$ cat src/rtl/vtp_pkg.sv
// Shared types, constants and a helper function of the vertex transform block.
package vtp_pkg;

    // Field and arithmetic widths.
    localparam int COORD_W          = 32;
    localparam int COEF_W           = 16;
    localparam int ROW_W            = 48;
    localparam int PROD_W           = 48;
    localparam int NEAR_W           = 52;
    localparam int MSUM_W           = 50;
    localparam int FRAC_SHIFT       = 14;
    localparam int QUOT_W           = 32;
    localparam int REM_W            = 31;
    localparam int DIV_BITS_DEFAULT = 4;
    localparam int CFG_IDX_W        = 3;
    localparam int CFG_DATA_W       = 48;

    // Numeric constants.
    localparam logic signed [20:0]       NEAR_SCALE = 21'sd1000000;
    localparam logic signed [MSUM_W-1:0] ROUND_HALF = 50'sd8192;
    localparam logic signed [31:0]       COORD_MAX  = 32'sh7FFFFFFF;
    localparam logic signed [31:0]       COORD_MIN  = 32'sh80000000;
    localparam logic [QUOT_W-1:0]        NEG_LIMIT  = 32'h80000000;

    // Register reset values: identity matrix, zero translation.
    localparam logic [ROW_W-1:0] ROW0_RESET = 48'h000000004000;
    localparam logic [ROW_W-1:0] ROW1_RESET = 48'h000040000000;
    localparam logic [ROW_W-1:0] ROW2_RESET = 48'h400000000000;

    typedef enum logic [1:0] {
        OP_XFORM = 2'd0,
        OP_TRANS = 2'd1,
        OP_PROJ  = 2'd2,
        OP_PASS  = 2'd3
    } vtp_op_t;

    typedef enum logic [CFG_IDX_W-1:0] {
        REG_ROW0    = 3'd0,
        REG_ROW1    = 3'd1,
        REG_ROW2    = 3'd2,
        REG_TRANS_X = 3'd3,
        REG_TRANS_Y = 3'd4,
        REG_TRANS_Z = 3'd5
    } vtp_reg_t;

    typedef struct packed {
        logic [2:0][ROW_W-1:0]   row;
        logic [2:0][COORD_W-1:0] trans;
    } vtp_cfg_t;

    // One lane of the restoring divider: partial remainder and the shift word
    // that feeds dividend bits in and collects quotient bits.
    typedef struct packed {
        logic [REM_W-1:0]  rem;
        logic [QUOT_W-1:0] work;
        logic              ovf;
        logic              neg;
    } vtp_lane_t;

    typedef struct packed {
        logic signed [COORD_W-1:0] value;
        logic                      sat;
    } vtp_clamp_t;

    // First stage word: products, sums and divider setup.
    typedef struct packed {
        logic [2:0][2:0][PROD_W-1:0] prod;
        logic [NEAR_W-1:0]           near_x;
        logic [NEAR_W-1:0]           near_y;
        logic [COORD_W-1:0]          tx;
        logic [COORD_W-1:0]          ty;
        logic [COORD_W-1:0]          tz;
        logic                        tsat;
        vtp_op_t                     op;
        logic [COORD_W-1:0]          x;
        logic [COORD_W-1:0]          y;
        logic [COORD_W-1:0]          z;
        logic                        last;
        logic                        use_div;
        logic [REM_W-1:0]            divisor;
        vtp_lane_t                   lane_x;
        vtp_lane_t                   lane_y;
    } vtp_s1_t;

    // Word carried through the divider stages with the finished early result.
    typedef struct packed {
        logic [COORD_W-1:0] x;
        logic [COORD_W-1:0] y;
        logic [COORD_W-1:0] z;
        logic               sat;
        logic               last;
        logic               use_div;
        logic [REM_W-1:0]   divisor;
        vtp_lane_t          lane_x;
        vtp_lane_t          lane_y;
    } vtp_div_word_t;

    // Saturate a wide signed value to 32 bits and report clamping.
    function automatic vtp_clamp_t clamp32(input logic signed [63:0] v);
        vtp_clamp_t r;
        if (v > 64'(COORD_MAX)) begin
            r.value = COORD_MAX;
            r.sat   = 1'b1;
        end else if (v < 64'(COORD_MIN)) begin
            r.value = COORD_MIN;
            r.sat   = 1'b1;
        end else begin
            r.value = v[COORD_W-1:0];
            r.sat   = 1'b0;
        end
        return r;
    endfunction

endpackage

$ cat src/rtl/vtp_out.sv
// Last pipeline stage: quotient sign and saturation, result select, output register.
module vtp_out (
    input  logic                                clk,
    input  logic                                rst_n,
    input  logic                                in_valid,
    output logic                                in_ready,
    input  vtp_pkg::vtp_div_word_t              in_word,
    output logic                                out_valid,
    input  logic                                out_ready,
    output logic signed [vtp_pkg::COORD_W-1:0]  out_x,
    output logic signed [vtp_pkg::COORD_W-1:0]  out_y,
    output logic signed [vtp_pkg::COORD_W-1:0]  out_z,
    output logic                                saturated,
    output logic                                out_last
);

    logic                               valid_reg;
    logic signed [vtp_pkg::COORD_W-1:0] x_reg;
    logic signed [vtp_pkg::COORD_W-1:0] y_reg;
    logic signed [vtp_pkg::COORD_W-1:0] z_reg;
    logic                               sat_reg;
    logic                               last_reg;
    logic signed [vtp_pkg::COORD_W-1:0] x_next;
    logic signed [vtp_pkg::COORD_W-1:0] y_next;
    logic                               sat_next;
    vtp_pkg::vtp_clamp_t                qx;
    vtp_pkg::vtp_clamp_t                qy;

    // Apply the dividend sign to the quotient magnitude and saturate.
    function automatic vtp_pkg::vtp_clamp_t quot_finish(input vtp_pkg::vtp_lane_t l);
        vtp_pkg::vtp_clamp_t r;
        if (!l.neg)
        begin
            r.sat   = l.ovf | l.work[vtp_pkg::QUOT_W-1];
            r.value = r.sat ? vtp_pkg::COORD_MAX : $signed(l.work);
        end
        else
        begin
            r.sat   = l.ovf | (l.work > vtp_pkg::NEG_LIMIT);
            r.value = r.sat ? vtp_pkg::COORD_MIN : $signed(vtp_pkg::QUOT_W'(-l.work));
        end
        return r;
    endfunction

    assign qx = quot_finish(in_word.lane_x);
    assign qy = quot_finish(in_word.lane_y);

    always_comb
    begin
        if (in_word.use_div)
        begin
            x_next   = qx.value;
            y_next   = qy.value;
            sat_next = qx.sat | qy.sat;
        end
        else
        begin
            x_next   = in_word.x;
            y_next   = in_word.y;
            sat_next = in_word.sat;
        end
    end

    // Output register; it keeps its word while the receiver stalls.
    assign in_ready = !valid_reg || out_ready;

    always_ff @(posedge clk or negedge rst_n)
    begin
        if (!rst_n)
        begin
            valid_reg <= 1'b0;
        end
        else if (in_ready)
        begin
            valid_reg <= in_valid;
        end
    end

    always_ff @(posedge clk)
    begin
        if (in_ready && in_valid)
        begin
            x_reg    <= x_next;
            y_reg    <= y_next;
            z_reg    <= in_word.z;
            sat_reg  <= sat_next;
            last_reg <= in_word.last;
        end
    end

    assign out_valid = valid_reg;
    assign out_x     = x_reg;
    assign out_y     = y_reg;
    assign out_z     = z_reg;
    assign saturated = sat_reg;
    assign out_last  = last_reg;

endmodule

$ cat config.mk
export PLATFORM = sky130hd
export DESIGN_NAME = vtp_out
export DESIGN_NICKNAME = d
export VERILOG_FILES = /design/src/rtl/vtp_pkg.sv /design/src/rtl/vtp_out.sv
export SDC_FILE = /design/constraint.sdc
export NUM_CORES = 1
export LEC_CHECK = 0
export ABC_CLOCK_PERIOD_IN_PS = 8950
export BUFFER_PORTS_ARGS = -buffer_cell sky130_fd_sc_hd__buf_2
export CORE_AREA = 2 2 139 141
export DETAILED_ROUTE_END_ITERATION = 6
export DIE_AREA = 0 0 141 143
export SLEW_MARGIN = 40
export SYNTH_ARGS = -nofsm -noshare
export SYNTH_HDL_FRONTEND = slang
export SYNTH_SLANG_ARGS = --single-unit
$ cat constraint.sdc
create_clock -name clk -period 8.95 [get_ports clk]
set_input_delay 0.895 -clock clk [delete_from_list [all_inputs] [get_ports clk]]
set_output_delay 0.895 -clock clk [all_outputs]
set_load 0.03 [all_outputs]
==> impl_metrics.csv <==
group,metric,value,unit
clocking,numCtsBuffers,9,
place,pre_cts_slack,4.72,ns
logic_synthesis,yosysWarnings,0,
clocking,holdBufCountCts,0,
setup_path,crit_chain,"buf_2 > inv_1 > ha_1 > or3b_2 > nor4_4 > a41oi_4 > nand2b_4 > or3_1 > a31oi_1",
sta,hold_viol,0,
die,core_area,0.0186,mm2
setup_path,path_class,"input pin to register",
sta,finClkSkew,0.00980,ns
clocking,cts_root_buf,"clkbuf_16",
logic_synthesis,syn_avg_cell_area,9.77,um2
power_and_ir_drop,finalPower,1.19,mW
power_and_ir_drop,max-vdd-ir-drop,80.6,uV
global_routing,grt_pass1_vias,5476,
clocking,h-tree-depth,3,
layout,utilization,40.9,%
min_path,hp-class,"input pin to asynchronous set/reset pin",
sta,tightest_slew,0.815,ns
sta,drv_slew,0,
setup_path,arrival,3.91,ns
sta,min_period_over_period,42.1,%
place,globalplace.congestion,0.897,
logic_synthesis,syn_inst,588,
logic_synthesis,ys_ff_latch,99,
logic_synthesis,synthFlopType,"edfxtp_1",
clocking,postCtsSetupRepairBufs,0,
logic_synthesis,synth_top_area_share,51.2,%
layout,layoutNonFillerInstCount,1079,
global_routing,met3_usage,3.89,%
global_routing,grt_util_all_layers,19.5,%
die,die_w,141,um
setup_path,end_kind,"register",
logic_synthesis,ys_types,69,
sta,rsz0062_at_grt,"false",
place,postPlaceCellArea,0.00729,mm2
clocking,clk_pin_slew,0.08,ns
global_routing,grt_pass1_wl,30600,um
setup_path,crit_path_start_kind,"input pin",
place,place.port_buffers,270,
logic_synthesis,synth_edf_count,98,
logic_synthesis,yosysSeqAreaShare,51.7,%
die,ios,364,
die,std_cell_rows,50,
clocking,cts_sinks,99,
setup_path,required,9.10,ns
logic_synthesis,synth_fp_nets,854,
layout,fillCellCount,1886,
job,cap_violations,0,
place,dp_hpwl,15000,um
logic_synthesis,async_flop_share,1.01,%
sta,timing.final.setup_violations,0,
setup_path,critical-path-max-stage-delay,0.62,ns
power_and_ir_drop,power_density,157,mW/mm2
power_and_ir_drop,p_leak,2.94,nW
detailed_routing,wl,20300,um
logic_synthesis,yosysTopAreaCell,"edfxtp_1",
die,die_h,143,um
sta,min_period,3.77,ns
die,die-area,0.0202,mm2
logic_synthesis,synthTopCellsByArea,"edfxtp_1 (51%), nor2_1 (4.5%), a21oi_1 (3.6%), o21ai_0 (3.3%), nor3_1 (3.2%)",
detailed_routing,drc,0,
detailed_routing,drt_iter0_drc,437,
sta,max_slew_margin,45.7,%
die,initial_utilization,30.9,%
detailed_routing,first_pass_iters,4,
global_routing,overflow,0,
clocking,clock_path_buffers,2,
clocking,cts_tree,"built",
global_routing,use_met1,28.8,%
detailed_routing,wl_per_cell,18.8,um
global_routing,grt_max_degree,79,
global_routing,met2_usage,28.3,%
layout,areaGrowthSynthToFinish,32.2,%
sta,fmax,0.265,GHz
global_routing,grt-busiest-layer,"met1",
sta,holdWs,0.305,ns
clocking,insertion_delay,0.35,ns
detailed_routing,vias_per_cell,5.41,
logic_synthesis,netlist_area,0.00574,mm2
setup_path,cpMaxStageDelayCell,"nor4_4",
detailed_routing,vias,5838,
run_status,status,"finished clean",
place,dp.cells,1062,
layout,drive_gt1_share,36.5,%
setup_path,crit_fanout,15,
layout,stdcell_area,0.00759,mm2
sta,finalWorstSetupSlack,5.18,ns
layout,fin_nets,1105,
global_routing,antenna_found_initial,1,
detailed_routing,final_antenna_net_count,0,
clocking,post_cts_resized,0,
sta,setup-tns-final,0,ns
==> Yosys cell counts (all sizes together), types with 4 or more instances <==
master,count
edfxtp,98
nor2,69
a21oi,41
nand2,39
o21ai,38
nor3,37
clkbuf,30
a31oi,27
or3,21
nor4,17
o22ai,15
inv,14
nand3,14
or4,12
o2bb2ai,9
o211ai,6
or2,6
and3,5
o221ai,5
a211oi,4
and2,4
buf,4
nand2b,4
o311ai,4
xor2,4
==> cells in the final DEF (no fill, tap or decap), types with 3 or more instances in the layout <==
cell type / instances
clkbuf_16: 9
or2_2: 6
xnor2_1: 3
inv_1: 13
o21ai_0: 38
o211ai_1: 6
and3_1: 5
xor2_1: 4
clkinv_4: 3
nand4b_1: 3
o41ai_1: 3
nand3_1: 14
or3_1: 21
nand2_1: 39
a21boi_0: 3
o221ai_1: 5
and2_1: 3
a31oi_1: 27
nor3_1: 36
a211oi_1: 4
buf_4: 4
nor2_1: 68
or4_1: 11
buf_2: 270
o22ai_1: 15
a21o_1: 3
o311ai_0: 4
o2bb2ai_1: 9
o21a_1: 3
o31ai_1: 3
nand2b_1: 3
a21oi_1: 41
nor3b_1: 3
nor4_1: 14
edfxtp_1: 98
==> registers in the layout, summed over array words and instances (netlist names) <==
name and count:
out_x 32, saturated 1, out_y 32, out_valid 1, out_z 32, out_last 1
==> cells by family after synthesis <==
family	Yosys count	synth area share, %
xor gates and xnor gates	7	1.07
and+or+nand+nor	245	22.2
DFF	99	51.7
muxes	1	0.174
adders and majority gates	2	0.436
AOI/OAI and AO/OA	185	21.0
buffers and inverters	49	3.44
==> layout make-up <==
class | instances | area (um2) | share of cell area [%]
flip-flops and latches | 99 | 2970 | 39.1
repair buffers | 274 | 1380 | 18.2
multi-input cells | 440 | 2610 | 34.3
clock buffers | 10 | 229 | 3.02
inverters | 15 | 56.3 | 0.742
well taps | 234 | 293 | 3.86
diodes | 1 | 2.50 | 0.0330
clock inverters | 6 | 57.6 | 0.758
==> power breakdown <==
part           total (mW)  internal (mW)  switching, mW  leakage (nW)
Clock               0.386          0.196          0.190         0.141
Combinational       0.253         0.0805          0.173          1.86
Sequential          0.554          0.548        0.00664         0.940
Total                1.19          0.824          0.369          2.94
==> critical path: cells and delay by family <==
kind	cells	cell delay, ns
fa+ha+maj	1	0.18
simple gates	4	1.88
compound gates	2	0.77
buf+inv	2	0.18
==> path summary, 6_finish.rpt <==
kind / start / to / slack (ns) / cells past startpoint
max in group asynchronous: rst_n / out_valid$_DFFE_PN0N_ / 8.56 / 1
min: rst_n / out_valid$_DFFE_PN0N_ / 0.30 / 1
max: in_word[3] / out_y[24]$_DFFE_PP_ / 5.18 / 9
min in group clk: out_valid$_DFFE_PN0N_ / out_valid$_DFFE_PN0N_ / 0.54 / 2
min reg2reg: out_valid$_DFFE_PN0N_ / out_valid$_DFFE_PN0N_ / 0.54 / 2
max reg2reg: out_valid$_DFFE_PN0N_ / out_y[0]$_DFFE_PP_ / 6.83 / 3
==> layer usage <==
layer / vias to the layer above / wire length, um
met5: - / 7
met4: 2 / 455
met3: 30 / 1460
met2: 265 / 8770
met1: 2719 / 9570
li1: 2822 / -
Note: power is estimated with default switching activity, not from simulation.
