<file path="src/rtl/vtp_pkg.sv">
// Shared types, constants and a helper function of the vertex transform block.
package vtp_pkg;

    // Field and arithmetic widths.
    localparam int COORD_W          = 32;
    localparam int COEF_W           = 16;
    localparam int ROW_W            = 48;
    localparam int PROD_W           = 48;
    localparam int NEAR_W           = 52;
    localparam int MSUM_W           = 50;
    localparam int FRAC_SHIFT       = 14;
    localparam int QUOT_W           = 32;
    localparam int REM_W            = 31;
    localparam int DIV_BITS_DEFAULT = 4;
    localparam int CFG_IDX_W        = 3;
    localparam int CFG_DATA_W       = 48;

    // Numeric constants.
    localparam logic signed [20:0]       NEAR_SCALE = 21'sd1000000;
    localparam logic signed [MSUM_W-1:0] ROUND_HALF = 50'sd8192;
    localparam logic signed [31:0]       COORD_MAX  = 32'sh7FFFFFFF;
    localparam logic signed [31:0]       COORD_MIN  = 32'sh80000000;
    localparam logic [QUOT_W-1:0]        NEG_LIMIT  = 32'h80000000;

    // Register reset values: identity matrix, zero translation.
    localparam logic [ROW_W-1:0] ROW0_RESET = 48'h000000004000;
    localparam logic [ROW_W-1:0] ROW1_RESET = 48'h000040000000;
    localparam logic [ROW_W-1:0] ROW2_RESET = 48'h400000000000;

    typedef enum logic [1:0] {
        OP_XFORM = 2'd0,
        OP_TRANS = 2'd1,
        OP_PROJ  = 2'd2,
        OP_PASS  = 2'd3
    } vtp_op_t;

    typedef enum logic [CFG_IDX_W-1:0] {
        REG_ROW0    = 3'd0,
        REG_ROW1    = 3'd1,
        REG_ROW2    = 3'd2,
        REG_TRANS_X = 3'd3,
        REG_TRANS_Y = 3'd4,
        REG_TRANS_Z = 3'd5
    } vtp_reg_t;

    typedef struct packed {
        logic [2:0][ROW_W-1:0]   row;
        logic [2:0][COORD_W-1:0] trans;
    } vtp_cfg_t;

    // One lane of the restoring divider: partial remainder and the shift word
    // that feeds dividend bits in and collects quotient bits.
    typedef struct packed {
        logic [REM_W-1:0]  rem;
        logic [QUOT_W-1:0] work;
        logic              ovf;
        logic              neg;
    } vtp_lane_t;

    typedef struct packed {
        logic signed [COORD_W-1:0] value;
        logic                      sat;
    } vtp_clamp_t;

    // First stage word: products, sums and divider setup.
    typedef struct packed {
        logic [2:0][2:0][PROD_W-1:0] prod;
        logic [NEAR_W-1:0]           near_x;
        logic [NEAR_W-1:0]           near_y;
        logic [COORD_W-1:0]          tx;
        logic [COORD_W-1:0]          ty;
        logic [COORD_W-1:0]          tz;
        logic                        tsat;
        vtp_op_t                     op;
        logic [COORD_W-1:0]          x;
        logic [COORD_W-1:0]          y;
        logic [COORD_W-1:0]          z;
        logic                        last;
        logic                        use_div;
        logic [REM_W-1:0]            divisor;
        vtp_lane_t                   lane_x;
        vtp_lane_t                   lane_y;
    } vtp_s1_t;

    // Word carried through the divider stages with the finished early result.
    typedef struct packed {
        logic [COORD_W-1:0] x;
        logic [COORD_W-1:0] y;
        logic [COORD_W-1:0] z;
        logic               sat;
        logic               last;
        logic               use_div;
        logic [REM_W-1:0]   divisor;
        vtp_lane_t          lane_x;
        vtp_lane_t          lane_y;
    } vtp_div_word_t;

    // Saturate a wide signed value to 32 bits and report clamping.
    function automatic vtp_clamp_t clamp32(input logic signed [63:0] v);
        vtp_clamp_t r;
        if (v > 64'(COORD_MAX)) begin
            r.value = COORD_MAX;
            r.sat   = 1'b1;
        end else if (v < 64'(COORD_MIN)) begin
            r.value = COORD_MIN;
            r.sat   = 1'b1;
        end else begin
            r.value = v[COORD_W-1:0];
            r.sat   = 1'b0;
        end
        return r;
    endfunction

endpackage

</file>
<file path="src/rtl/vtp_div_stage.sv">
// One divider pipeline stage: DIV_BITS restoring steps on both quotient lanes.
module vtp_div_stage #(
    parameter int DIV_BITS = vtp_pkg::DIV_BITS_DEFAULT
) (
    input  logic                    clk,
    input  logic                    rst_n,
    input  logic                    in_valid,
    output logic                    in_ready,
    input  vtp_pkg::vtp_div_word_t  in_word,
    output logic                    out_valid,
    input  logic                    out_ready,
    output vtp_pkg::vtp_div_word_t  out_word
);

    logic                   valid_reg;
    vtp_pkg::vtp_div_word_t word_reg;
    vtp_pkg::vtp_div_word_t word_next;

    // One restoring step: shift in the next dividend bit, subtract if it fits.
    function automatic vtp_pkg::vtp_lane_t div_step(
        input vtp_pkg::vtp_lane_t        l,
        input logic [vtp_pkg::REM_W-1:0] d
    );
        logic [vtp_pkg::QUOT_W-1:0] sh;
        logic [vtp_pkg::QUOT_W-1:0] diff;
        logic                       ge;
        vtp_pkg::vtp_lane_t         r;
        sh     = {l.rem, l.work[vtp_pkg::QUOT_W-1]};
        diff   = sh - {1'b0, d};
        ge     = sh >= {1'b0, d};
        r      = l;
        r.rem  = ge ? diff[vtp_pkg::REM_W-1:0] : sh[vtp_pkg::REM_W-1:0];
        r.work = {l.work[vtp_pkg::QUOT_W-2:0], ge};
        return r;
    endfunction

    always_comb
    begin
        word_next = in_word;
        for (int i = 0; i < DIV_BITS; i++)
        begin
            word_next.lane_x = div_step(word_next.lane_x, in_word.divisor);
            word_next.lane_y = div_step(word_next.lane_y, in_word.divisor);
        end
    end

    assign in_ready = !valid_reg || out_ready;

    always_ff @(posedge clk or negedge rst_n)
    begin
        if (!rst_n)
        begin
            valid_reg <= 1'b0;
        end
        else if (in_ready)
        begin
            valid_reg <= in_valid;
        end
    end

    always_ff @(posedge clk)
    begin
        if (in_ready && in_valid)
        begin
            word_reg <= word_next;
        end
    end

    assign out_valid = valid_reg;
    assign out_word  = word_reg;

endmodule

</file>
<file path="config.mk">
export PLATFORM = sky130hd
export DESIGN_NAME = vtp_div_stage
export DESIGN_NICKNAME = d
export VERILOG_FILES = /design/src/rtl/vtp_pkg.sv /design/src/rtl/vtp_div_stage.sv
export SDC_FILE = /design/constraint.sdc
export NUM_CORES = 1
export LEC_CHECK = 0
export BUFFER_PORTS_ARGS = -buffer_cell sky130_fd_sc_hd__buf_2
export CAP_MARGIN = 20
export CORE_ASPECT_RATIO = 1.1
export CORE_UTILIZATION = 30
export DETAILED_ROUTE_END_ITERATION = 8
export PLACE_DENSITY = 0.51
export SYNTH_ARGS = -nofsm -noshare
export SYNTH_HDL_FRONTEND = slang
export SYNTH_SLANG_ARGS = --single-unit
</file>
<file path="constraint.sdc">
create_clock -name clk -period 13.97 [get_ports clk]
set_input_delay 2.794 -clock clk [delete_from_list [all_inputs] [get_ports clk]]
set_output_delay 2.794 -clock clk [all_outputs]
set_load 0.005 [all_outputs]
</file>
==> reports/metrics.yaml <==
grt_pass1_vias: 21700
worstSkewPairLatency_ns: 0.64
setup_failing_eps_final: 0
final.period_utilization: 0.950
max-vdd-ir-drop_v: 0.000181
hold_viol: 0
worst_setup_path_endpoint: "out_word[101]$_DFFE_PP_"
finalNetCount: 3975
start_point_of_the_critical_path: "in_word[98]"
synthArstFlopShare: 0.00383
startpoint_types: "input port"
numCtsBuffers: 30
final_cell_count_no_fill: 4518
most_common_cell_after_layout_fill_and_taps_aside: "sky130_fd_sc_hd__buf_4"
rr_worst_depth: 4
run_status: "finished, final reports clean"
post-route-min-period_ns: 13.28
synth_cell_type_count: 89
globalRoute.totalOverflow: 0
yosys_warnings: 0
power.leakage_nw: 15.0
chipHeight_um: 296
port-buffer-count: 525
max-cap-violations: 0
slew-limit-headroom: 0.460
max_freq_ghz: 0.0753
library_cell_used_as_clock_root_buffer: "sky130_fd_sc_hd__clkbuf_16"
worstReg2RegStart: "out_valid$_DFFE_PN0N_"
via_count: 22300
swShare: 0.392
reg2reg_to: "out_word[244]$_DFFE_PP_"
drt_first_pass_iters: 5
last_weighted_congestion_value_of_the_routability_driven_placer: 0.890
synth_edf_count: 260
grt_pass1_wl_mm: 123
power_frac_comb: 0.777
timing.clock.skew_ns: 0.0479
timing_worst_setup_path_type: "input port to register"
rsz0062_at_grt: "false"
post_place_worst_slack_ns: -0.342
clkSlewWorstSetupHoldPaths_ns: 0.06
cp_data_required_time_ns: 14.36
final_max_slew_viol_count: 0
detail-route-antenna-nets: 0
postRouteWirelength_mm: 84.4
pwr-share-clk: 0.086
die_area_sq_um: 79600
max-clock-path-buffers: 3
total_switching_power_w: 0.00357
critPathCaptureType: "register"
netlist_area_sq_um: 23500
crit_fanout: 20
ys.flop_type: "sky130_fd_sc_hd__edfxtp_1"
critPathMaxStageDelay_ns: 0.45
synth_largest_area_cell: "sky130_fd_sc_hd__edfxtp_1"
layout_common_cells: "sky130_fd_sc_hd__buf_4 (543), sky130_fd_sc_hd__buf_2 (525), sky130_fd_sc_hd__edfxtp_1 (260)"
largest_net_degree_at_the_start_of_global_routing: 71
detail_route.vias_per_cell: 4.93
internal_power_w: 0.00554
first_iter_violations: 980
std_cell_rows: 107
power_per_cell_area_nw_per_um2: 281
antenna_found_initial: 20
clock_sink_count: 261
synthesis.area_per_instance_sq_um: 9.79
timing.critical_path.slowest_stage_cell: "sky130_fd_sc_hd__a2111oi_2"
synth_sequential_area_ratio: 0.333
post_synth_inst_count: 2403
post_synth_main_area_contributors: "sky130_fd_sc_hd__edfxtp_1 (33%), sky130_fd_sc_hd__ha_1 (13%), sky130_fd_sc_hd__mux2_2 (5.4%)"
postCtsHoldBufs: 0
io_pins: 526
wire_per_inst_um: 18.7
worst_pin_slew_ns: 0.810
chipWidth_um: 269
synth.ff_latch_count: 261
arrival_ns: 13.67
flow.area_growth_from_synthesis_pct: 37.9
hpwlAfterDp_mm: 72.4
utilization_after_layout: 0.419
tritoncts: "done"
hold_class: "register to register"
register_share_of_total_power: 0.137
worst_reg2reg_setup_slack_ns: 11.18
floorplan.core_area_sq_um: 77500
cts-htree-levels: 1
drt_drc_violations_left: 0
syn-num-nets: 2923
postCtsSetupRepairBufs: 0
final.hold.worst_slack_ns: 0.534
post_route_cells_drive_above_1_share: 0.381
dp.cells: 4458
synth.top_cell.area_share: 0.332
globalRouteTotalUtil: 0.203
starting_density_of_the_core: 0.304
post-route-worst-setup-slack_ns: 0.693
==> registers in the layout (all words and copies together) (netlist names) <==
register   count
out_word     260
out_valid      1
==> metal layers <==
layer  global-route usage  up-vias  routed length (um)
li1                     -    11200                   -
met1                0.242    10300               35000
met2                0.366      590               41600
met3               0.0409      113                5680
met4               0.0506       20                1950
met5                    0        -                 116
==> critical path: cells and delay by family <==
| kind | cells | cell delay, ns |
|---|---|---|
| buffers and inverters | 10 | 1.37 |
| AO/OA/AOI/OAI | 23 | 4.92 |
| adder cells (fa/ha/maj) | 5 | 1.56 |
| AND/OR/NAND/NOR | 10 | 1.77 |
| multiplexers | 5 | 1.18 |
==> worst min path at each step <==
| stage | from | endpoint | slack, ns | cells after the start |
|---|---|---|---|---|
| 6_report | out_valid$_DFFE_PN0N_ | out_valid$_DFFE_PN0N_ | 0.53 | 2 |
| 4_1_cts | out_valid$_DFFE_PN0N_ | out_valid$_DFFE_PN0N_ | 0.54 | 2 |
| 3_5_place_dp | out_valid$_DFFE_PN0N_ | out_valid$_DFFE_PN0N_ | 0.52 | 2 |
| 5_1_grt | out_valid$_DFFE_PN0N_ | out_valid$_DFFE_PN0N_ | 0.57 | 2 |
| 3_3_place_gp | out_valid$_DFFE_PN0N_ | out_valid$_DFFE_PN0N_ | 0.51 | 2 |
| 2_1_floorplan | out_valid$_DFFE_PN0N_ | out_valid$_DFFE_PN0N_ | 0.54 | 2 |
==> stage by stage <==
stage	setup TNS [ns]	power, W	area (sq um)
after global routing	0	0.00988	32400
after floorplan	0	0.00580	23500
final	0	0.00911	32400
after global placement	-8.57	0.00831	31400
after CTS	0	0.00917	32400
after detailed placement	-8.76	0.00833	31400
==> timing repair <==
| item | in CTS | in global routing |
|---|---|---|
| endpoints found under the hold margin | 0 | 0 |
| endpoints found under the setup margin | 0 | 64 |
| gates resized for setup | 0 | 14 |
==> cell families after synthesis <==
group                      Yosys count  share of synthesized area
DFF                                261                      0.333
adders and majority gates          256                      0.139
buffers and inverters              167                     0.0296
xor gates and xnor gates           198                     0.0737
muxes                              200                      0.104
and+or+nand+nor                    604                      0.126
AOI/OAI and AO/OA                  717                      0.196
==> cells in the mapped netlist, types with 5 or more instances <==
library cell / number
sky130_fd_sc_hd__xor2_1: 59
sky130_fd_sc_hd__o211a_1: 5
sky130_fd_sc_hd__a31oi_1: 22
sky130_fd_sc_hd__mux2_4: 53
sky130_fd_sc_hd__and3_1: 22
sky130_fd_sc_hd__a211o_1: 9
sky130_fd_sc_hd__or4_1: 8
sky130_fd_sc_hd__o211ai_1: 20
sky130_fd_sc_hd__mux2_1: 7
sky130_fd_sc_hd__a21boi_0: 10
sky130_fd_sc_hd__or2_2: 12
sky130_fd_sc_hd__o31ai_1: 7
sky130_fd_sc_hd__nand3_1: 40
sky130_fd_sc_hd__nor4_1: 10
sky130_fd_sc_hd__xnor2_1: 139
sky130_fd_sc_hd__nor3_1: 40
sky130_fd_sc_hd__clkbuf_1: 21
sky130_fd_sc_hd__inv_1: 114
sky130_fd_sc_hd__a211oi_1: 27
sky130_fd_sc_hd__o21a_1: 35
sky130_fd_sc_hd__a2111oi_0: 10
sky130_fd_sc_hd__or3_1: 11
sky130_fd_sc_hd__a311oi_1: 5
sky130_fd_sc_hd__edfxtp_1: 260
sky130_fd_sc_hd__mux2i_1: 26
sky130_fd_sc_hd__a21o_1: 93
sky130_fd_sc_hd__mux2_2: 112
sky130_fd_sc_hd__and4_1: 11
sky130_fd_sc_hd__nor2_1: 178
sky130_fd_sc_hd__o31a_1: 9
sky130_fd_sc_hd__nand2_1: 140
sky130_fd_sc_hd__o21bai_1: 35
sky130_fd_sc_hd__nand2b_1: 32
sky130_fd_sc_hd__nor2b_1: 35
sky130_fd_sc_hd__fa_1: 8
sky130_fd_sc_hd__nand4_1: 36
sky130_fd_sc_hd__ha_1: 248
sky130_fd_sc_hd__a21oi_1: 247
sky130_fd_sc_hd__o21ai_1: 17
sky130_fd_sc_hd__buf_2: 20
sky130_fd_sc_hd__o21ai_0: 104
sky130_fd_sc_hd__and2_1: 14
==> cell type report <==
cell class,instances,area [sq um]
Tap cell,1035,1290
Clock buffer,36,773
Fill cell,7804,45100
Clock inverter,18,200
Antenna cell,6,15.0
Multi-Input combinational cell,1975,15100
Inverter,114,428
Sequential cell,261,7830
Timing Repair Buffer,1073,6800
==> power groups by stage <==
stage	logic (W)	registers (W)	clock network (W)
5_1_grt	0.00778	0.00126	0.000843
4_1_cts	0.00710	0.00125	0.000818
2_1_floorplan	0.00450	0.00130	0
3_3_place_gp	0.00704	0.00127	0
3_5_place_dp	0.00706	0.00127	0
6_report	0.00708	0.00125	0.000785
(Power assumes the default switching activity.)
