===== src/rtl/vtp_pkg.sv =====
// Shared types, constants and a helper function of the vertex transform block.
package vtp_pkg;

    // Field and arithmetic widths.
    localparam int COORD_W          = 32;
    localparam int COEF_W           = 16;
    localparam int ROW_W            = 48;
    localparam int PROD_W           = 48;
    localparam int NEAR_W           = 52;
    localparam int MSUM_W           = 50;
    localparam int FRAC_SHIFT       = 14;
    localparam int QUOT_W           = 32;
    localparam int REM_W            = 31;
    localparam int DIV_BITS_DEFAULT = 4;
    localparam int CFG_IDX_W        = 3;
    localparam int CFG_DATA_W       = 48;

    // Numeric constants.
    localparam logic signed [20:0]       NEAR_SCALE = 21'sd1000000;
    localparam logic signed [MSUM_W-1:0] ROUND_HALF = 50'sd8192;
    localparam logic signed [31:0]       COORD_MAX  = 32'sh7FFFFFFF;
    localparam logic signed [31:0]       COORD_MIN  = 32'sh80000000;
    localparam logic [QUOT_W-1:0]        NEG_LIMIT  = 32'h80000000;

    // Register reset values: identity matrix, zero translation.
    localparam logic [ROW_W-1:0] ROW0_RESET = 48'h000000004000;
    localparam logic [ROW_W-1:0] ROW1_RESET = 48'h000040000000;
    localparam logic [ROW_W-1:0] ROW2_RESET = 48'h400000000000;

    typedef enum logic [1:0] {
        OP_XFORM = 2'd0,
        OP_TRANS = 2'd1,
        OP_PROJ  = 2'd2,
        OP_PASS  = 2'd3
    } vtp_op_t;

    typedef enum logic [CFG_IDX_W-1:0] {
        REG_ROW0    = 3'd0,
        REG_ROW1    = 3'd1,
        REG_ROW2    = 3'd2,
        REG_TRANS_X = 3'd3,
        REG_TRANS_Y = 3'd4,
        REG_TRANS_Z = 3'd5
    } vtp_reg_t;

    typedef struct packed {
        logic [2:0][ROW_W-1:0]   row;
        logic [2:0][COORD_W-1:0] trans;
    } vtp_cfg_t;

    // One lane of the restoring divider: partial remainder and the shift word
    // that feeds dividend bits in and collects quotient bits.
    typedef struct packed {
        logic [REM_W-1:0]  rem;
        logic [QUOT_W-1:0] work;
        logic              ovf;
        logic              neg;
    } vtp_lane_t;

    typedef struct packed {
        logic signed [COORD_W-1:0] value;
        logic                      sat;
    } vtp_clamp_t;

    // First stage word: products, sums and divider setup.
    typedef struct packed {
        logic [2:0][2:0][PROD_W-1:0] prod;
        logic [NEAR_W-1:0]           near_x;
        logic [NEAR_W-1:0]           near_y;
        logic [COORD_W-1:0]          tx;
        logic [COORD_W-1:0]          ty;
        logic [COORD_W-1:0]          tz;
        logic                        tsat;
        vtp_op_t                     op;
        logic [COORD_W-1:0]          x;
        logic [COORD_W-1:0]          y;
        logic [COORD_W-1:0]          z;
        logic                        last;
        logic                        use_div;
        logic [REM_W-1:0]            divisor;
        vtp_lane_t                   lane_x;
        vtp_lane_t                   lane_y;
    } vtp_s1_t;

    // Word carried through the divider stages with the finished early result.
    typedef struct packed {
        logic [COORD_W-1:0] x;
        logic [COORD_W-1:0] y;
        logic [COORD_W-1:0] z;
        logic               sat;
        logic               last;
        logic               use_div;
        logic [REM_W-1:0]   divisor;
        vtp_lane_t          lane_x;
        vtp_lane_t          lane_y;
    } vtp_div_word_t;

    // Saturate a wide signed value to 32 bits and report clamping.
    function automatic vtp_clamp_t clamp32(input logic signed [63:0] v);
        vtp_clamp_t r;
        if (v > 64'(COORD_MAX)) begin
            r.value = COORD_MAX;
            r.sat   = 1'b1;
        end else if (v < 64'(COORD_MIN)) begin
            r.value = COORD_MIN;
            r.sat   = 1'b1;
        end else begin
            r.value = v[COORD_W-1:0];
            r.sat   = 1'b0;
        end
        return r;
    endfunction

endpackage


===== src/rtl/vtp_merge.sv =====
// Second pipeline stage: matrix row sums with rounding, saturation and opcode select.
module vtp_merge (
    input  logic                    clk,
    input  logic                    rst_n,
    input  logic                    in_valid,
    output logic                    in_ready,
    input  vtp_pkg::vtp_s1_t        in_word,
    output logic                    out_valid,
    input  logic                    out_ready,
    output vtp_pkg::vtp_div_word_t  out_word
);

    logic                              valid_reg;
    vtp_pkg::vtp_div_word_t            word_reg;
    vtp_pkg::vtp_div_word_t            word_next;
    logic signed [vtp_pkg::MSUM_W-1:0] msum [3];
    vtp_pkg::vtp_clamp_t               mres [3];
    vtp_pkg::vtp_clamp_t               nx;
    vtp_pkg::vtp_clamp_t               ny;

    // Row sums in Q20.30, rounded half up to Q16.16 by a floor shift.
    always_comb
    begin
        for (int r = 0; r < 3; r++)
        begin
            msum[r] = vtp_pkg::MSUM_W'($signed(in_word.prod[r][0]))
                    + vtp_pkg::MSUM_W'($signed(in_word.prod[r][1]))
                    + vtp_pkg::MSUM_W'($signed(in_word.prod[r][2]))
                    + vtp_pkg::ROUND_HALF;
            mres[r] = vtp_pkg::clamp32(
                64'($signed(msum[r][vtp_pkg::MSUM_W-1:vtp_pkg::FRAC_SHIFT])));
        end
    end

    // Near-plane scaling for a projection with z not positive.
    assign nx = vtp_pkg::clamp32(64'($signed(in_word.near_x)));
    assign ny = vtp_pkg::clamp32(64'($signed(in_word.near_y)));

    always_comb
    begin
        word_next.last    = in_word.last;
        word_next.use_div = in_word.use_div;
        word_next.divisor = in_word.divisor;
        word_next.lane_x  = in_word.lane_x;
        word_next.lane_y  = in_word.lane_y;
        unique case (in_word.op)
            vtp_pkg::OP_XFORM:
            begin
                word_next.x   = mres[0].value;
                word_next.y   = mres[1].value;
                word_next.z   = mres[2].value;
                word_next.sat = mres[0].sat | mres[1].sat | mres[2].sat;
            end
            vtp_pkg::OP_TRANS:
            begin
                word_next.x   = in_word.tx;
                word_next.y   = in_word.ty;
                word_next.z   = in_word.tz;
                word_next.sat = in_word.tsat;
            end
            vtp_pkg::OP_PROJ:
            begin
                // With a positive z the divider supplies x and y at the end.
                word_next.x   = in_word.use_div ? '0 : nx.value;
                word_next.y   = in_word.use_div ? '0 : ny.value;
                word_next.z   = '0;
                word_next.sat = !in_word.use_div && (nx.sat | ny.sat);
            end
            vtp_pkg::OP_PASS:
            begin
                word_next.x   = in_word.x;
                word_next.y   = in_word.y;
                word_next.z   = in_word.z;
                word_next.sat = 1'b0;
            end
            default:
            begin
                word_next.x   = in_word.x;
                word_next.y   = in_word.y;
                word_next.z   = in_word.z;
                word_next.sat = 1'b0;
            end
        endcase
    end

    assign in_ready = !valid_reg || out_ready;

    always_ff @(posedge clk or negedge rst_n)
    begin
        if (!rst_n)
        begin
            valid_reg <= 1'b0;
        end
        else if (in_ready)
        begin
            valid_reg <= in_valid;
        end
    end

    always_ff @(posedge clk)
    begin
        if (in_ready && in_valid)
        begin
            word_reg <= word_next;
        end
    end

    assign out_valid = valid_reg;
    assign out_word  = word_reg;

endmodule


===== config.mk =====
export PLATFORM = sky130hd
export DESIGN_NAME = vtp_merge
export DESIGN_NICKNAME = d
export VERILOG_FILES = /design/src/rtl/vtp_pkg.sv /design/src/rtl/vtp_merge.sv
export SDC_FILE = /design/constraint.sdc
export NUM_CORES = 1
export LEC_CHECK = 0
export BUFFER_PORTS_ARGS = -buffer_cell sky130_fd_sc_hd__buf_2
export CAP_MARGIN = 20
export CORE_AREA = 10 10 438 440
export DETAILED_ROUTE_END_ITERATION = 10
export DIE_AREA = 0 0 448 450
export PLACE_DENSITY = 0.3
export SYNTH_ARGS = -nofsm -noshare
export SYNTH_HDL_FRONTEND = slang
export SYNTH_SLANG_ARGS = --single-unit

===== constraint.sdc =====
create_clock -name clk -period 16.05 [get_ports clk]
set_input_delay 1.605 -clock clk [delete_from_list [all_inputs] [get_ports clk]]
set_output_delay 1.605 -clock clk [all_outputs]
set_load 0.05 [all_outputs]

==> impl_results.md, run 1 <==
- Max Cap Viol: 0
- Largest net degree at the start of global routing: 132
- Worst R2R End: out_word[179]
- CTS HTree Levels: 2
- Fill cells: a little over 20000
- Post-CTS Setup Inserts: 0
- Static Leak: ~0.017 uW
- Main flop type after synthesis: edfxtp_1
- Global Route Usage Sum: about 15%
- End of the critical path: out_word[248]
- Cell chain of the critical path: buf_2 > inv_1 > fa_1 > inv_1 > ha_1 > ha_1 > nand2_1 > or4_1 > or3_1 > a211o_1 > a211oi_2 > or2_1 > a41oi_2 > xnor2_1 > or4_4 > a21oi_4 > buf_4 > a221oi_1
- R2R Setup Slk: between 10 and 15 ns
- Area of the multi-input gates: between 10000 and 15000 um2
- Max-slew headroom: ~29%
- Deepest clock path buffer count: 3
- Slowest stage delay, CP: 0.56 ns
- TritonCTS clock tree: built
- Avg Cell Area, Syn: 9.55 um2
- Mapped Cells: 2584
- Area growth syn-to-layout: 40.1%
- Layout Skew: slightly below 0.03 ns
- Initial antenna violation count: 66
- Vias in the first global route: about 25000
- Critical R2R Launch: out_valid
- Clock transition at the registers of the reported paths: 0.06 ns
- IO Pins: about 1200
- Drt total wl: 160000 um
- Fin crit share: 40.4%
- Initial Utilization: 13.5%
- DP Wirelength: between 100000 and 150000 um
- CP Depth: 18
- Yosys reg bits: ~260
- Net Count, Synth: a little under 4000
- Top-count cell post-synth: inv_1
- Buf+Inv Stages, Crit Path: 4
- Sequential area share after synthesis: between 30% and 40%
- Outcome: completed
- GRT overflow: 0
- Sequential cell area: 7830 um2
- Post-route cell area: 34600 um2
- Cts repair resizes: 0
- Later-pin clock latency in the skew report: 0.61 ns
- Final Max Slew Viols: 0
- RSZ-0062 raised after global routing: false
- DRT Pass-1 Iters: 5
- Post-Place Cell Area: between 30000 and 40000 um2
- Setup violators final: 0
- Worst EP arrival: between 6 and 7 ns
- Die W: around 450 um
- Clock Sinks: 261
- WHS: 0.641 ns
- DRC viols: 0
- Yosys warnings: 0
- CP delay by family, top: simple AND/OR/NAND/NOR gates
- WL/cell: between 20 and 30 um
- Largest cells by area after synthesis: edfxtp_1 (32%), ha_1 (14%), fa_1 (11%)
- TritonCTS Buffers: 39
- Yosys top cell by area: edfxtp_1
- WP data required: approximately 16 ns
- Final hold violation count: 0
- VDD IR-drop max: between 0.07 and 0.08 mV
- Initial DRC count: 1288
- Crit-path max FO: 31
- Hold depth: 2
- Layout net count: slightly above 5000
- RePlAce Congestion: between 0.8 and 0.9
- Worst-Margin Slew: between 1 and 1.5 ns
- Cell row count: ~160
- Slowest CP cell: or4_1
- Vias per cell: approximately 3.9
- Die Y: 450 um
- Clk root buf: clkbuf_16
- Cts hold-fix bufs: 0
- Die area: between 200000 and 250000 um2
- Hold WC Path Type: reg -> reg
- Post-synth ARST share: 0.383%
- Port buffer count: 1159
- Type of the worst setup path: in -> reg
- Crit path from: in_word[486]
- Layout cells sized above 1: between 30% and 40%
- Vias: about 24000
- Synth cell types: 77
- Routed Antenna Nets: 0
- Synth cell count leaders: inv_1 (502), ha_1 (282), edfxtp_1 (260)
- Setup TNS: 0 ns
- Core box area: about 180000 um2
- Top cell type's share of synthesized area: approximately a third
- Critical path capture point type: flop
- Tmin final: approximately 6.5 ns
- Power density cells: 104 nW/um2
- Critical Path Source Type: input port
- Netlist Area Pre-Place: about 25000 um2
- R2R cell count: 4
- EDFF count, synth: between 200 and 300
- Max Freq: approximately 150 MHz
- First-pass GRT wire length: about 210000 um
## cell usage in the layout, fill, tap and decap left out, types with 22 or more instances in the layout
| cell | count |
|---|---|
| o21a_1 | 35 |
| fa_1 | 141 |
| nand3_1 | 32 |
| mux2i_1 | 65 |
| ha_1 | 282 |
| o21ai_0 | 127 |
| inv_1 | 502 |
| clkbuf_16 | 39 |
| a21o_1 | 56 |
| buf_2 | 1157 |
| xor2_1 | 41 |
| a221oi_1 | 32 |
| edfxtp_1 | 260 |
| a211oi_1 | 34 |
| nor3_1 | 22 |
| nand2_1 | 170 |
| nor2_1 | 101 |
| nand4_1 | 40 |
| a21oi_1 | 253 |
| xnor2_1 | 58 |
## worst min-delay path: stages, from the launching register on
cell	delay, ns
dfrtp_1	0.37
nand2b_1	0.14
nand2b_1	0.10
## metrics by stage
stage / utilization (%) / instances / total power [uW] / worst slack [ns]
2_1_floorplan: - / 2584 / 2040 / 7.37
3_3_place_gp: 18.2 / 6054 / 2760 / 8.92
3_5_place_dp: 18.2 / 6057 / 2740 / 8.83
4_1_cts: 18.9 / 6126 / 3690 / 9.53
5_1_grt: 18.9 / 6131 / 3840 / 9.13
6_report: 18.9 / 6136 / 3590 / 9.56
## per-layer routing
layer	track usage (%)	share of wire, %	vias up
met1	16.8	38	11700
met5	0	0.17	-
met3	2.77	5.7	175
li1	-	-	11300
met2	29.4	54	831
met4	2.55	1.5	40
## final cells by class
class	count	area share, %
clock buffers	47	2.91
repair buffers	1182	17.4
well taps	2385	8.63
multi-input cells	1727	42.2
diodes	10	0.0724
clock inverters	22	0.695
inverters	502	5.45
flip-flops and latches	261	22.7
## kinds of logic after synthesis
group / after synthesis / synth area share (%)
DFF: 261 / 31.7
adders and majority gates: 423 / 25.7
xor gates and xnor gates: 100 / 3.58
and+or+nand+nor: 452 / 8.61
buffers and inverters: 596 / 9.41
AOI/OAI and AO/OA: 667 / 17.4
muxes: 85 / 3.55
## where the power goes
group          leakage, uW  switching, uW  total [uW]  internal, uW
Clock             0.000605            371         883           512
Sequential         0.00249           22.0         847           825
Combinational       0.0138           1230        1860           629
## how the worst min path moves through the flow
stage / from / end
global placement: out_valid / out_valid
finish: out_valid / out_valid
detailed placement: out_valid / out_valid
floorplan: out_valid / out_valid
CTS: out_valid / out_valid
global route: out_valid / out_valid
## sequential cells by signal (all words and copies together) (netlist names)
signal and count:
out_valid 1, out_word 260
Power figures use the tool's default switching activity.
==> inputs of run 2 (changes only) <==
Settings changed: ABC_AREA from default to 1, CORE_AREA 10 10 438 440 to 10 10 449 451, DIE_AREA 0 0 448 450 to 0 0 459 461, PLACE_DENSITY 0.3 to 0.31.
Clock period 16.05 ns to 5.5 ns, I/O delays scaled along.
==> run 2 against run 1 <==
  * Routed wire length grew 15%
  * Setup slack worse by 8.3 ns
  * First-iteration DRC count up 35%
  * Total power rose to 3.3 times the previous value
  * Sequential cell count unchanged
  * Area after synthesis up 12%
  * Largest cell class unchanged
  * Highest routed layer unchanged
==> impl_results.md, run 2 <==
- Avg Cell Area, Syn: 7.52 um2 (was 9.55 um2)
- Final Max Slew Viols: 0 (unchanged)
- Core box area: 192000 um2 (was 183000 um2)
- Deepest clock path buffer count: 3 (unchanged)
- Most frequent cells in the layout: buf_2 (1157), inv_1 (892), nand2_1 (891) (was buf_2 (1157), inv_1 (502), ha_1 (282))
- EDFF count, synth: 260 (unchanged)
- Clock Sinks: 261 (unchanged)
- Max reg flops: 260 (unchanged)
- Power share of the clock group: 24.1% (was 24.6%)
- Fin crit share: between 70% and 80%
- Die Y: 461 um (was 450 um)
- RSZ-0062 raised after global routing: false (unchanged)
- TritonCTS clock tree: built (unchanged)
- IO Pins: 1160 (unchanged)
- Power density cells: 308 nW/um2 (was 104 nW/um2)
- Yosys top cell by area: edfxtp_1 (unchanged)
- Worst EP arrival: 4.63 ns (was 6.79 ns)
- Vias per cell: 3.94 (was 3.92)
- Main flop type after synthesis: edfxtp_1 (unchanged)
- Final Non-Filler Cells: 7422 (was 6136)
- Final hold violation count: 0 (unchanged)
- Static Leak: 0.0200 uW (was 0.0169 uW)
- Post-CTS Setup Inserts: 0 (unchanged)
- Global Route Usage Sum: 16.5% (was 15.0%)
- Layout net count: 6167 (was 5034)
- Post-synth ARST share: 0.383% (unchanged)
- DP Wirelength: 163000 um (was 140000 um)
- CTS HTree Levels: 2 (unchanged)
- Vias in the first global route: 30900 (was 25400)
- Vias: 29200 (was 24100)
- Area of the multi-input gates: 16100 um2 (was 14600 um2)
- Cts repair resizes: 0 (unchanged)
- Setup violators final: 0 (unchanged)
- Later-pin clock latency in the skew report: 0.64 ns (was 0.61 ns)
- Initial DRC count: 1734 (was 1288)
- Worst-Margin Slew: 1.00 ns (was 1.06 ns)
- Synth cell count leaders: inv_1 (892), nand2_1 (891), a21oi_1 (300) (was inv_1 (502), ha_1 (282), edfxtp_1 (260))
- First-pass GRT wire length: 247000 um (was 213000 um)
- Initial Utilization: 14.4% (was 13.5%)
- Sequential area share after synthesis: 28.4% (was 31.7%)
- Initial antenna violation count: 59 (was 66)
- DRC viols: 0 (unchanged)
- WL/cell: 24.8 um (was 26.1 um)
- Mapped Cells: 3667 (was 2584)
- Outcome: completed (unchanged)
- Post-Place Cell Area: 36600 um2 (was 33300 um2)
- Cell row count: 161 (was 157)
- Type of the worst setup path: in -> reg (unchanged)
- Cell chain of the critical path: buf_2 > inv_1 > fa_1 > inv_1 > ha_1 > ha_1 > nand2_1 > nor2_1 > nand2_1 > nor2_1 > nand3_1 > nand3_1 > nand2_1 > nor2_1 > nand2_2 > a21oi_4 > buf_4 > a21oi_1 > buf_4 (was buf_2 > inv_1 > fa_1 > inv_1 > ha_1 > ha_1 > nand2_1 > or4_1 > or3_1 > a211o_1 > a211oi_2 > or2_1 > a41oi_2 > xnor2_1 > or4_4 > a21oi_4 > buf_4 > a221oi_1)
- Max Freq: ~230 MHz
- Critical Path Source Type: input port (unchanged)
- Cell-internal power: 5940 uW (was 1970 uW)
- Fill cells: 22200 (was 20700)
- Largest net degree at the start of global routing: 96 (was 132)
- Net Switching: 5750 uW (was 1620 uW)
- VDD IR-drop max: 0.253 mV (was 0.0721 mV)
- Port buffer count: 1159 (unchanged)
- Die W: 459 um (was 448 um)
- Die area: 212000 um2 (was 202000 um2)
- WP data required: 5.88 ns (was 16.35 ns)
- DRT Pass-1 Iters: 6 (was 5)
- Clk root buf: clkbuf_16 (unchanged)
- Hold WC Path Type: in -> reg (was reg -> reg)
- Largest cells by area after synthesis: edfxtp_1 (28%), ha_1 (13%), inv_1 (12%) (was edfxtp_1 (32%), ha_1 (14%), fa_1 (11%))
- WHS: 0.0860 ns (was 0.641 ns)
- Sequential Power Share: 21.0% (was 23.6%)
- Clock transition at the registers of the reported paths: 0.06 ns (about the same)
- Drt total wl: 184000 um (was 160000 um)
- Top cell type's share of synthesized area: 28.3% (was 31.6%)
- Setup TNS: 0 ns (unchanged)
- Net Count, Synth: 4988 (was 3905)
- Top-count cell post-synth: inv_1 (unchanged)
- Tmin final: 4.26 ns
- GRT overflow: 0 (unchanged)
- RePlAce Congestion: 0.917 (was 0.878)
- Slowest CP cell: fa_1 (was or4_1)
- Post-route cell area: 38000 um2 (was 34600 um2)
- Netlist Area Pre-Place: 27600 um2 (was 24700 um2)
- Max-slew headroom: 33.2% (was 29.1%)
- Sequential cell area: 7830 um2 (unchanged)
- Crit-path max FO: 31 (unchanged)
- Number of placed instances, taps included: 7326 (was 6057)
- Max Cap Viol: 0 (unchanged)
- TritonCTS Buffers: 43 (was 39)
- Critical path capture point type: flop (unchanged)
- Layout Skew: 0.0285 ns (was 0.0295 ns)
- Yosys warnings: 0 (unchanged)
- Switch share: 49.2% (was 45.2%)
- Comb pwr share: 54.8% (was 51.8%)
- Yosys reg bits: 261 (unchanged)
- Commonest non-fill, non-tap cell in the layout: buf_2 (unchanged)
- Slowest stage delay, CP: 0.54 ns (was 0.56 ns)
- Layout cells sized above 1: 27.1% (was 34.9%)
- Synth cell types: 52 (was 77)
- Area growth syn-to-layout: 37.8% (was 40.1%)
- Routed Antenna Nets: 0 (unchanged)
-- run 2: worst max-delay path, delay by kind of cell --
family | cells | cell delay (ns)
compound gates | 2 | 0.25
fa+ha+maj | 3 | 1.19
buf+inv | 5 | 0.74
simple gates | 9 | 1.88
-- run 2: routing by layer --
layer	GRT usage, %	vias up	routed length [um]
met5	0	-	89
met4	2.86	16	2910
met3	4.09	153	11800
met2	29.4	987	91500
met1	20.2	14000	77400
li1	-	14000	-
-- run 2: power by group through the flow --
stage               Sequential (uW)  Combinational [uW]  Clock, uW
floorplan                      2990                3510          0
global placement               2510                6540          0
detailed placement             2500                6480          0
CTS                            2470                6530       2970
global route                   2470                7170       3020
finish                         2460                6410       2820
-- run 2: timing repair --
action | in CTS | in global routing
endpoints found under the setup margin | 0 | 0
endpoints found under the hold margin | 1 | 0
hold buffers | 1 | 0
-- run 2: kinds of logic (layout without fill, tap and decap cells) --
group | Yosys count | count (layout) | share of synthesized area [%]
simple gates | 1380 | 1380 | 20.7
buf+inv | 965 | 2177 | 13.6
compound gates | 560 | 560 | 11.8
fa+ha+maj | 423 | 423 | 23.0
flops | 261 | 261 | 28.4
xor+xnor | 78 | 78 | 2.48
other cells | 0 | 17 | 0
-- run 2: final cells by class --
type | instances | area share (%)
multi-input cells | 2441 | 42.3
diodes | 17 | 0.112
repair buffers | 1200 | 16.2
flip-flops and latches | 261 | 20.6
inverters | 899 | 8.89
clock inverters | 24 | 0.659
well taps | 2526 | 8.32
clock buffers | 54 | 2.94
-- run 2: worst paths after layout --
check	from	to	slack [ns]	depth (start not counted)
min in group asynchronous	rst_n	out_valid	0.39	2
worst max-delay path	in_word[490]	out_word[251]	1.24	19
worst min-delay path	in_word[77]	out_word[77]	0.09	1
max in group asynchronous	rst_n	out_valid	5.02	2
worst max register to register	out_valid	out_word[244]	3.19	2
worst min register to register	out_valid	out_valid	0.58	2
-- run 2: per-stage QoR --
stage	setup WS [ns]	util (%)	power, uW
finish	1.24	19.8	11700
floorplan	0.0789	-	6490
global route	1.03	19.8	12700
detailed placement	0.632	19.0	8990
global placement	0.602	19.0	9050
CTS	1.36	19.7	12000
==> inputs of run 3 (changes only) <==
Settings changed: PLACE_DENSITY 0.31 to 0.3.
Clock period 5.5 ns to 4.13 ns, I/O delays scaled along.
==> run 3 against run 2 <==
  * Register-to-register slack lost 1.1 ns
  * Combinational power grew 53%
  * Global-route usage increased by 0.20 points
  * Largest cell class unchanged
==> impl_results.md, run 3 (synthesized netlist as in run 2, its figures left out) <==
- Max reg flops: 260 (unchanged)
- Initial DRC count: 1753 (was 1734)
- IO Pins: 1160 (unchanged)
- RePlAce Congestion: 0.883 (was 0.917)
- Initial Utilization: 14.4% (unchanged)
- Vias: 30400 (was 29200)
- Initial antenna violation count: 42 (was 59)
- Tmin final: 3.81 ns
- WL/cell: 23.8 um (was 24.8 um)
- Layout cells sized above 1: 29.9% (was 27.1%)
- Critical Path Source Type: input port (unchanged)
- Post-route cell area: 41700 um2 (was 38000 um2)
- TritonCTS clock tree: built (unchanged)
- Layout net count: 6583 (was 6167)
- Layout Skew: 0.0296 ns (was 0.0285 ns)
- Final Non-Filler Cells: 7834 (was 7422)
- Deepest clock path buffer count: 3 (unchanged)
- Max Cap Viol: 0 (unchanged)
- CTS HTree Levels: 2 (unchanged)
- Max-slew headroom: 30.5% (was 33.2%)
- Die Y: 461 um (unchanged)
- Setup violators final: 0 (unchanged)
- Vias in the first global route: 32200 (was 30900)
- Fill cells: 22100 (was 22200)
- Util after Layout: 21.7% (was 19.8%)
- RSZ-0062 raised after global routing: false (unchanged)
- Number of placed instances, taps included: 7580 (was 7326)
- Final hold violation count: 0 (unchanged)
- Worst-Margin Slew: 1.04 ns (was 1.00 ns)
- Power density cells: 403 nW/um2 (was 308 nW/um2)
- Routed Antenna Nets: 0 (unchanged)
- DP Wirelength: 166000 um (was 163000 um)
- Most frequent cells in the layout: buf_2 (1157), inv_1 (891), nand2_1 (891) (was buf_2 (1157), inv_1 (892), nand2_1 (891))
- Commonest non-fill, non-tap cell in the layout: buf_2 (unchanged)
- First-pass GRT wire length: 251000 um (was 247000 um)
- TritonCTS Buffers: 42 (was 43)
- Core box area: 192000 um2 (unchanged)
- Clock Sinks: 261 (unchanged)
- DRT Pass-1 Iters: 5 (was 6)
- Clock transition at the registers of the reported paths: 0.06 ns (about the same)
- Clk root buf: clkbuf_16 (unchanged)
- Static Leak: 0.0220 uW (was 0.0200 uW)
- Drt total wl: 186000 um (was 184000 um)
- Area of the multi-input gates: 16100 um2 (unchanged)
- DRC viols: 0 (unchanged)
- Largest net degree at the start of global routing: 127 (was 96)
- Global Route Usage Sum: 16.7% (was 16.5%)
- Post-CTS Setup Inserts: 0 (unchanged)
- GRT overflow: 0 (unchanged)
- Die area: 212000 um2 (unchanged)
- Critical path capture point type: flop (unchanged)
- Later-pin clock latency in the skew report: 0.63 ns (was 0.64 ns)
- VDD IR-drop max: 0.253 mV (about the same)
- Cell row count: 161 (unchanged)
- Max Freq: between 200 and 300 MHz
- Cts repair resizes: 0 (unchanged)
- Outcome: completed (unchanged)
- WP data required: 4.59 ns (was 5.88 ns)
- Final Max Slew Viols: 0 (unchanged)
- Port buffer count: 1159 (unchanged)
- Type of the worst setup path: in -> reg (unchanged)
- Area growth syn-to-layout: 51.3% (was 37.8%)
- Hold WC Path Type: in -> reg (unchanged)
- Post-Place Cell Area: 38700 um2 (was 36600 um2)
- Sequential cell area: 7830 um2 (about the same)
- Fin crit share: just over 90%
- Die W: 459 um (unchanged)
- Vias per cell: 3.88 (was 3.94)
- Worst EP arrival: 4.27 ns (was 4.63 ns)
- Crit-path max FO: 11 (was 31)
[run 3: changes by cell type in the layout (fill, tap and decap cells not counted), sizes merged, moves of 2 or more]
cell	delta
clkinv	+2
clkinvlp	+5
clkbuf	-8
dlygate4sd3	+163
diode	-4
buf	+254
[run 3: path summary, 6_finish.rpt]
kind / from / to / slack, ns / cells past startpoint
min in group asynchronous: rst_n / out_valid / 0.23 / 2
worst max-delay path: in_word[482] / out_word[248] / 0.32 / 20
worst min register to register: out_valid / out_valid / 0.56 / 2
worst max register to register: out_valid / out_word[254] / 2.08 / 2
worst min-delay path: in_word[192] / out_word[193] / 0.09 / 3
max in group asynchronous: rst_n / out_valid / 3.80 / 2
[run 3: cell type report]
class	count	share of cell area (%)
tap	2526	7.57
timing repair buffer	1617	23.6
sequential	261	18.8
clock inverter	31	0.803
antenna	13	0.0779
inverter	899	8.11
clock buffer	46	2.55
multi-input combinational	2441	38.5
[run 3: metrics by stage]
step	total power, uW	setup slack (ns)	TNS [ns]	hold slack (ns)
floorplan	8650	-1.14	-297.35	0.117
global placement	13200	-0.290	-8.89	0.194
detailed placement	13100	-0.208	-5.63	0.193
CTS	17200	0.467	0	0.0363
global route	18200	0.199	0	0.0597
finish	16800	0.325	0	0.0880
[run 3: metal layers]
| metal | vias to the layer above | GRT usage, % | wire, um |
|---|---|---|---|
| met5 | - | 0 | 38 |
| met1 | 14400 | 20.5 | 78200 |
| met4 | 8 | 4.46 | 4990 |
| met2 | 1000 | 28.7 | 89800 |
| met3 | 169 | 4.35 | 13100 |
| li1 | 14900 | - | - |
[run 3: repair_timing]
action                                  CTS  global route
endpoints found under the setup margin    0             0
hold buffers                            164             0
hold endpoints to repair                164             0
[run 3: critical path, stage by stage]
cell and delay [ns]:
buf_2 0.08, inv_1 0.05, fa_1 0.54, inv_1 0.06, ha_1 0.29, ha_1 0.41, nand2_1 0.15, o21ai_0 0.36
a21oi_1 0.18, o21ai_0 0.53, nand2_1 0.16, nand3_1 0.12, nand2_1 0.06, nand2_2 0.12, inv_1 0.09, nand2_4 0.10
buf_12 0.14, buf_12 0.12, nand3_1 0.10, a21oi_1 0.19
[run 3: power breakdown]
| part | switching [uW] | internal, uW | total, uW |
|---|---|---|---|
| Clock | 1600 | 2140 | 3750 |
| Sequential | 89.3 | 3190 | 3280 |
| Combinational | 6220 | 3590 | 9810 |
| Total | 7910 | 8920 | 16800 |
